==> src/rtl/dmtt_ram.sv <==
// Single-port synchronous RAM with registered read data.
module dmtt_ram #(
    parameter int ADDR_W = 4,
    parameter int DATA_W = 8
) (
    input  logic              i_clk,
    input  logic              i_we,
    input  logic [ADDR_W-1:0] i_addr,
    input  logic [DATA_W-1:0] i_wdata,
    output logic [DATA_W-1:0] o_rdata
);

    logic [DATA_W-1:0] r_mem [2**ADDR_W];
    logic [DATA_W-1:0] r_rdata;

    // Write on request, otherwise read the addressed entry.
    always_ff @(posedge i_clk) begin
        if (i_we) begin
            r_mem[i_addr] <= i_wdata;
        end else begin
            r_rdata <= r_mem[i_addr];
        end
    end

    assign o_rdata = r_rdata;

endmodule

==> config.mk <==
export PLATFORM = sky130hd
export DESIGN_NAME = dmtt_ram
export DESIGN_NICKNAME = d
export VERILOG_FILES = /design/src/rtl/dmtt_ram.sv
export SDC_FILE = /design/constraint.sdc
export NUM_CORES = 1
export LEC_CHECK = 0
export BUFFER_PORTS_ARGS = -buffer_cell sky130_fd_sc_hd__buf_4
export CAP_MARGIN = 10
export CORE_ASPECT_RATIO = 1.5
export CORE_MARGIN = 2
export CORE_UTILIZATION = 54
export DETAILED_ROUTE_END_ITERATION = 10
export PLACE_DENSITY = 0.82
export SLEW_MARGIN = 20
export SYNTH_ARGS = -nofsm -noshare
export SYNTH_HDL_FRONTEND = slang
export SYNTH_SLANG_ARGS = --single-unit
==> constraint.sdc <==
create_clock -name i_clk -period 1.8 [get_ports i_clk]
set_clock_uncertainty 0.05 [all_clocks]
set_input_delay 0.36 -clock i_clk [delete_from_list [all_inputs] [get_ports i_clk]]
set_output_delay 0.36 -clock i_clk [all_outputs]
set_load 0.01 [all_outputs]
==> qor.csv <==
stage,metric,value,unit
status,outcome,completed,
floorplan,Vert. Die Dim,123.6,µm
clock_network,number of gates resized after cts,0,
global_routing,via count of the first global-routing pass,2724,
sta,share of the cycle needed by the critical path after routing,88.70,%
synthesis,most area-hungry cell type in the Yosys netlist,edfxtp_1,
placed_design,Port Buffers,21,
placed_design,hpwl dp,6.498,mm
clock_network,total setup buffers inserted after CTS,0,
clock_network,clock edge transition at the registers on the reported setup and hold paths,0.06,ns
floorplan,Die X,83.73,µm
sta,total count of hold-check failures in the final report,0,
synthesis,portion of netlist area occupied by mux cells,14.00,%
floorplan,area of the core region,9254,µm²
synthesis,distinct cell type count of the synthesized netlist,18,
worst_setup_path,R2R depth,3,
synthesis,simple-gate share of the synthesized area,3.111,%
pwr,Lkg Pwr,0.002147,µW
drt,total routed wirelength,10.26,mm
drt,total vias in the final route,2515,
finish,final standard cell count with taps included and fillers excluded,423,
drt,DRT antenna net count,0,
hold_path,worst min-delay path endpoint,r_mem[12][7],
drt,Vias/cell,5.946,
synthesis,flip-flop and latch count after synthesis,136,
synthesis,Post-synth ARST share,0,%
placed_design,number of placed cells counting well taps,391,
worst_setup_path,type of element launching the critical path,flop,
finish,fraction of final layout cells with drive strength greater than 1,39.55,%
sta,max-slew violations,0,
finish,Area growth syn-to-layout,22.41,%
synthesis,synthesized instance count,231,
clock_network,Num Clock Sinks,136,
hold_path,hold depth,1,
worst_setup_path,CP Data Required Time,1.90,ns
finish,post-layout net count,312,
finish,FF+latch area,4084,µm²
synthesis,cell with the most instances after synthesis,edfxtp_1,
hold_path,Tightest Hold Check Type,input port to flop,
synthesis,Area contributors post-synth,"edfxtp_1, mux4_2, a22oi_1, nor2_1, nand2_1",
worst_setup_path,Worst Path Max Fanout,1,
synthesis,synthesized area per cell,22.29,µm²
placed_design,routability cong.,0.8014,
drt,DR iter-0 viols,366,
clock_network,Max Buffers Root-to-Sink,2,
clock_network,clock insertion delay at the later pin of the skew report,0.41,ns
clock_network,clock tree root driver cell,clkbuf_16,
synthesis,Synth Area in Adders,0,%
worst_setup_path,destination of the worst register-to-register timing path,o_rdata[2],
finish,fill count,574,
clock_network,count of hold-fix buffers inserted at cts,0,
floorplan,full die area,10350,µm²
sta,Fin Setup TNS,0,ns
sta,final count of negative-setup-slack endpoints,0,
clock_network,TritonCTS clock tree,yes,
run,max-cap violations,0,
synthesis,part of the Yosys area used for sequential elements,79.32,%
synthesis,post-synthesis cell area,5149,µm²
worst_setup_path,crit end category,flop,
clock_network,Inserted Clock Buffers,17,
global_routing,initial antenna violation count,0,
synthesis,complex-gate fraction of the synthesized area,2.333,%
sta,Slew Limit Headroom,35.30,%
synthesis,dominant combinational cell family by area after synthesis,multiplexers,
synthesis,count of synthesis-stage warnings from yosys,0,
drt,residual DRC count,0,
global_routing,total congestion overflow,0,
drt,Wirelength per Cell,24.25,µm
worst_setup_path,internal reg-to-reg setup slack,0.20,ns
floorplan,initial core utilization,55.64,%
synthesis,dominant synthesized flop cell,edfxtp_1,
synthesis,number of enable flip-flop cells after synthesis,136,
floorplan,Row Count,43,
synthesis,cell types with the highest counts after synthesis,"edfxtp_1, mux4_2, a22oi_1",
floorplan,Top Ports,22,
sta,min Tclk post-route,1.597,ns
global_routing,wire length of the first global-routing pass,15.74,mm
finish,antenna cell count,0,
pwr,total power divided by cell area,1169,nW/µm²
synthesis,area share of the largest cell type after synthesis,79.32,%
synthesis,share of the synthesized netlist area taken by xor and xnor gates,0,%
worst_setup_path,type of the worst setup path,flop to flop,
worst_setup_path,CP Data Arrival Time,1.70,ns
sta,setup repair after global routing missed its margin,false,
hold_path,Hold Crit Start,i_wdata[7],
global_routing,pin count of the biggest net entering global routing,30,
sta,Worst Tran Pin Value,0.9669,ns
clock_network,H-Tree Depth,4,
global_routing,overall fraction of global-route tracks in use,21.61,%
sta,fmax,0.6263,GHz
finish,area of combinational cells with multiple inputs,1008,µm²
worst_setup_path,reg-to-reg critical path startpoint,r_mem[3][2],
pwr,Peak supply drop,0.0009753,V
drt,number of iterations in the first detailed-routing pass,4,
synthesis,synthesized net count,245,
metal layers:
layer,GRT usage (%),vias up,share of wire (%)
li1,-,1103,-
met2,37.20,112,54
met3,5.103,18,5.7
met5,0,-,0
met1,26.50,1282,38
met4,9.375,0,1.9
logic make-up (layout without fill, tap and decap cells):
| kind of cell | count (synthesis) | count (layout) |
|---|---|---|
| AO/OA/AOI/OAI | 16 | 16 |
| AND/OR/NAND/NOR | 35 | 35 |
| multiplexers | 32 | 32 |
| flip-flops | 136 | 136 |
| buffers and inverters | 12 | 92 |
layout make-up:
class,count,share of cell area (%)
multi-input cells,83,16.00
inverters,1,0.05956
well taps,112,2.224
repair buffers,59,7.624
clock inverters,15,2.541
clock buffers,17,6.750
flip-flops and latches,136,64.80
cell usage in the layout (no fill, tap or decap), drive strengths merged:
master / netlist / final
inv: 1 / 1
nand2: 9 / 9
or3: 1 / 1
bufinv: 0 / 3
nor3: 4 / 4
nand2b: 2 / 2
nor2: 13 / 13
clkbuf: 3 / 17
clkinv: 0 / 10
nand3b: 2 / 2
a22oi: 16 / 16
mux4: 32 / 32
nand3: 1 / 1
and2: 1 / 1
edfxtp: 136 / 136
clkinvlp: 0 / 2
nor2b: 2 / 2
buf: 8 / 59
flip-flops by register name, indices dropped and copies added, names as in the netlist:
name	cells
r_mem	128
o_rdata	8
metrics by stage:
step,total power [µW],worst slack (ns),hold WS [ns],cell area [µm²],utilization [%]
global route,7567,0.1856,0.2132,6302,68.10
finish,7366,0.2034,0.2106,6302,68.10
CTS,7408,0.2021,0.1936,6302,68.10
global placement,4020,-0.06698,0.6073,5717,61.78
floorplan,3842,-0.04811,0.4089,5156,-
detailed placement,4035,-0.1279,0.6259,5717,61.78
worst max-delay path, stage by stage, from the launching register on:
cell	delay, ns
edfxtp_1	0.40
mux4_2	0.49
a22oi_1	0.27
nand2_1	0.13
worst max path at each step:
stage	cells past startpoint	startpoint	slack, ns	to
6_report	3	r_mem[3][2]	0.20	o_rdata[2]
4_1_cts	3	r_mem[3][2]	0.20	o_rdata[2]
5_1_grt	3	r_mem[3][2]	0.19	o_rdata[2]
2_1_floorplan	3	i_addr[1]	-0.05	r_mem[12][0]
3_5_place_dp	5	i_addr[0]	-0.13	o_rdata[2]
3_3_place_gp	5	i_addr[0]	-0.07	o_rdata[1]
power breakdown:
group          leakage [µW]  internal [µW]  total (µW)  switching [µW]
sequential          0.00124           3570        3590            21.7
combinational      0.000624            180         382             202
clock              0.000287           2150        3390            1240
(Power assumes the default switching activity.)
