<file path="config.mk">
export PLATFORM = sky130hd
export DESIGN_NAME = dmtt_match
export DESIGN_NICKNAME = d
export VERILOG_FILES = /design/src/rtl/dmtt_pkg.sv /design/src/rtl/dmtt_match.sv
export SDC_FILE = /design/constraint.sdc
export NUM_CORES = 1
export LEC_CHECK = 0
export ABC_AREA = 1
export BUFFER_PORTS_ARGS = -buffer_cell sky130_fd_sc_hd__buf_2
export CORE_MARGIN = 2
export CORE_UTILIZATION = 41
export CTS_CLUSTER_DIAMETER = 50
export DETAILED_ROUTE_END_ITERATION = 8
export PLACE_DENSITY = 0.87
export RECOVER_POWER = 25
export SLEW_MARGIN = 0
export SYNTH_ARGS = -nofsm -noshare
export SYNTH_HDL_FRONTEND = slang
export SYNTH_SLANG_ARGS = --single-unit
export TNS_END_PERCENT = 20
</file>
<file path="constraint.sdc">
create_clock -name i_clk -period 1.66 [get_ports i_clk]
set_input_delay 0.249 -clock i_clk [delete_from_list [all_inputs] [get_ports i_clk]]
set_output_delay 0.249 -clock i_clk [all_outputs]
set_load 0.02 [all_outputs]
</file>
<file path="src/rtl/dmtt_pkg.sv">
// Shared types and constants of the direct-mapped transposition table.
package dmtt_pkg;

    // Table geometry: each side owns 2^INDEX_BITS entries.
    localparam int INDEX_BITS = 16;
    localparam int ADDR_BITS  = INDEX_BITS + 1;
    localparam int KEY_BITS   = 32;
    localparam int SCORE_BITS = 16;
    localparam int EP_BITS    = 8;

    // Score reported on a miss.
    localparam logic signed [SCORE_BITS-1:0] MISS_SCORE = 16'sh7FFF;

    // Command codes.
    typedef enum logic {
        OP_STORE  = 1'b0,
        OP_LOOKUP = 1'b1
    } t_op;

    // One input item.
    typedef struct packed {
        t_op                            opcode;
        logic                           side;
        logic [KEY_BITS-1:0]            position_key;
        logic                           king_castle_right;
        logic                           queen_castle_right;
        logic [EP_BITS-1:0]             en_passant_flags;
        logic signed [SCORE_BITS-1:0]   score_in;
    } t_cmd;

    // One result item.
    typedef struct packed {
        logic                           hit;
        logic signed [SCORE_BITS-1:0]   score_out;
    } t_result;

    // One stored table entry.
    typedef struct packed {
        logic [KEY_BITS-1:0]            key;
        logic                           king_castle;
        logic                           queen_castle;
        logic [EP_BITS-1:0]             ep_flags;
        logic signed [SCORE_BITS-1:0]   score;
    } t_entry;

    localparam int ENTRY_BITS = $bits(t_entry);

    // Lookup request carried from the read stage to the compare stage.
    typedef struct packed {
        logic                           valid;
        logic [KEY_BITS-1:0]            key;
        logic                           king_castle;
        logic                           queen_castle;
        logic [EP_BITS-1:0]             ep_flags;
    } t_probe;

endpackage

</file>
<file path="src/rtl/dmtt_match.sv">
// Compare stage: checks a read entry against the probe and registers the result.
module dmtt_match
    import dmtt_pkg::*;
(
    input  logic    i_clk,
    input  logic    i_rst_n,
    input  t_probe  i_probe,
    input  t_entry  i_entry,
    output logic    o_strobe,
    output t_result o_result
);

    logic    n_hit;
    t_result n_result;
    logic    r_strobe;
    t_result r_result;

    // A hit needs the key and every flag to agree.
    always_comb begin
        n_hit = (i_entry.key == i_probe.key)
             && (i_entry.king_castle == i_probe.king_castle)
             && (i_entry.queen_castle == i_probe.queen_castle)
             && (i_entry.ep_flags == i_probe.ep_flags);
        n_result.hit       = n_hit;
        n_result.score_out = n_hit ? i_entry.score : MISS_SCORE;
    end

    // Strobe is control state; the result payload needs no reset.
    always_ff @(posedge i_clk) begin
        if (!i_rst_n) begin
            r_strobe <= 1'b0;
        end else begin
            r_strobe <= i_probe.valid;
        end
        r_result <= n_result;
    end

    assign o_strobe = r_strobe;
    assign o_result = r_result;

    // A reported miss always carries the miss score.
    a_miss_score: assert property (@(posedge i_clk) disable iff (!i_rst_n)
        (o_strobe && !o_result.hit) |-> (o_result.score_out == MISS_SCORE))
        else $error("miss reported without the miss score");

    // A strobe appears only in the cycle after a valid probe.
    a_strobe_src: assert property (@(posedge i_clk) disable iff (!i_rst_n)
        o_strobe |-> $past(i_probe.valid))
        else $error("strobe without a probe");

endmodule

</file>
==> flow_metrics.env <==
export IMPL_outcome="finished clean"
export IMPL_routed_wirelength_um=3041
export IMPL_final_cells=387
export IMPL_post_route_period_util=0.7494
export IMPL_hold_path_class="input pin to flip-flop"
export IMPL_path_clk_slew_ns=0.09
export IMPL_rsz0062_at_grt="false"
export IMPL_muxShareOfSynthArea=0
export IMPL_endpoint_kind="flip-flop"
export IMPL_synth_fa_ha_area_frac=0
export IMPL_nets=447
export IMPL_crit_path_start_kind="input pin"
export IMPL_grt_first_pass_wirelength_um=4899
export IMPL_worst_pin_slew_ns=0.4332
export IMPL_detailed_place_hpwl_um=2826
export IMPL_clock_sinks=18
export IMPL_post_route_drc_count=0
export IMPL_use_met3=0.02311
export IMPL_slowest_delay_ns=0.40
export IMPL_path_class="input pin to flip-flop"
export IMPL_viasPerCell=4.052
export IMPL_worstPathRequired_ns=1.80
export IMPL_cp_max_fo=15
export IMPL_ant_nets=0
export IMPL_fp_dieW_um=61.62
export IMPL_ir_worst_vdd_v=0.0002317
export IMPL_place_inst=383
export IMPL_hold_viol=0
export IMPL_setup_viol=0
export IMPL_postCtsSetupBuffers=0
export IMPL_crit_path_top_delay_cell="nor2_4"
export IMPL_fp_coreArea_sq_um=3103
export IMPL_cts_tree="yes"
export IMPL_synth_compound_area_frac=0
export IMPL_final_max_slew_viol_count=0
export IMPL_gr_total_overflow=0
export IMPL_cp_cell_sequence="buf_2 -> xnor2_1 -> nand3_1 -> nor2_1 -> nand3_1 -> nor2_4 -> nand3_1"
export IMPL_first_iter_violations=45
export IMPL_powerDensity_nw_per_um2=478.0
export IMPL_clk_path_buf_depth=2
export IMPL_grt_util_met2=0.3398
export IMPL_fmax_ghz=0.8039
export IMPL_cts_hold_buf=0
export IMPL_min_period_ns=1.244
export IMPL_cp_common_cell="nand3_1"
export IMPL_ctsResizeCount=0
export IMPL_use_met1=0.1623
export IMPL_layout_drive_gt1_share=0.3965
export IMPL_die_h_um=61.62
export IMPL_p_leak_nw=1.201
export IMPL_synth_nets=323
export IMPL_crit_start="i_probe[16]"
export IMPL_synth_area_sq_um=1361
export IMPL_fp_row_count=20
export IMPL_syn_avg_cell_area_sq_um=6.188
export IMPL_io_pins=121
export IMPL_routedWlPerCell_um=7.858
export IMPL_port_buffers=120
export IMPL_synth_top_family_by_area="simple AND/OR/NAND/NOR gates"
export IMPL_ys_ff_latch=18
export IMPL_synth_xor_area_frac=0.1480
export IMPL_grt_start_max_net_pins=17
export IMPL_drt_pre_antenna_iters=4
export IMPL_cts_made_buffers=3
export IMPL_area_growth_syn_to_layout_pct=49.54
export IMPL_fin_setup_tns_ns=0
export IMPL_ys_warn_count=0
export IMPL_grt_pass1_vias=1422
export IMPL_worstPathArrival_ns=1.39
export IMPL_start_util=0.4387
export IMPL_cts_max_level=1
export IMPL_yosys_area_share_simple=0.4099
export IMPL_ys_types=13
export IMPL_mostFrequentLayoutCells="112 x buf_2, 78 x nand2_1, 56 x inv_1"
export IMPL_relSlewSlack=0.7105
export IMPL_n_antenna_cell=0
export IMPL_track_usage=0.1627
export IMPL_final_common_cell="buf_2"
export IMPL_synth_seq_area_share=0.2647
export IMPL_cts_root_buffer="clkbuf_4"
export IMPL_drv_cap=0
export IMPL_via_count=1568
export IMPL_top_usage_layer="met2"
export IMPL_gp_congestion=0.6971
export IMPL_netlist_instances=220
export IMPL_antenna_found_initial=0
export IMPL_dieArea_sq_um=3797
export IMPL_critPathCapture="o_result[12]$_SDFF_PN1_"
-- cell type report --
class	count	area [sq um]
Multi-Input combinational cell	143	759.5
Sequential cell	18	360.3
Fill cell	301	1067
Clock buffer	4	36.28
Tap cell	44	55.05
Inverter	57	214.0
Timing Repair Buffer	121	610.6
-- per-stage QoR --
stage / utilization / hold slack [ns] / power, mW / worst slack, ns / area (sq um)
2_1_floorplan: - / 0.3425 / 0.5879 / 0.4668 / 1361
3_5_place_dp: 0.6476 / 0.4346 / 0.7393 / 0.09854 / 2009
6_report: 0.6560 / 0.1564 / 0.9730 / 0.4160 / 2036
5_1_grt: 0.6560 / 0.1521 / 1.049 / 0.1985 / 2036
3_3_place_gp: 0.6476 / 0.4299 / 0.7296 / 0.1505 / 2009
4_1_cts: 0.6593 / 0.1510 / 0.9846 / 0.3809 / 2046
-- synthesized netlist by cell type --
cell type	count	area share
dfxtp_1	18	0.26
buf_12	1	0.015
nand2_1	78	0.22
nand3_2	11	0.081
clkbuf_4	1	0.0055
nor2_1	15	0.041
xnor2_1	23	0.15
nand3_1	9	0.033
inv_2	1	0.0028
inv_1	56	0.15
nor2_2	4	0.018
nor2_4	2	0.017
or2_2	1	0.0046
-- worst min path at each step --
stage                            from  cells after the start                  end  slack, ns
after floorplan           i_probe[42]                      2  o_strobe$_SDFF_PN0_       0.34
after global placement    i_probe[42]                      3  o_strobe$_SDFF_PN0_       0.43
after detailed placement  i_probe[42]                      3  o_strobe$_SDFF_PN0_       0.43
after CTS                 i_probe[42]                      3  o_strobe$_SDFF_PN0_       0.15
after global routing      i_probe[42]                      3  o_strobe$_SDFF_PN0_       0.15
final                     i_probe[42]                      3  o_strobe$_SDFF_PN0_       0.16
-- layer usage --
metal,vias up,share of wire
met5,-,0
met4,0,0.0089
met3,4,0.094
met2,61,0.54
met1,636,0.36
li1,867,-
-- state kept, by name, summed over array words and instances, names as in the netlist --
signal,cells
o_result,17
o_strobe,1
-- worst max-delay path, delay by kind of cell --
family	cells	cell delay (ns)
xor+xnor	1	0.20
buf+inv	1	0.10
simple gates	5	0.84
-- kinds of logic (layout without fill, tap and decap cells) --
| family | Yosys count | after routing |
|---|---|---|
| XOR/XNOR | 23 | 23 |
| AND/OR/NAND/NOR | 120 | 120 |
| buffers and inverters | 59 | 182 |
| flip-flops | 18 | 18 |
-- power by group --
part | total, mW | internal, mW | switching, mW
combinational | 0.293 | 0.163 | 0.130
clock | 0.248 | 0.133 | 0.114
sequential | 0.433 | 0.433 | 0.000240
No activity file was read; power rests on OpenSTA's default activity.
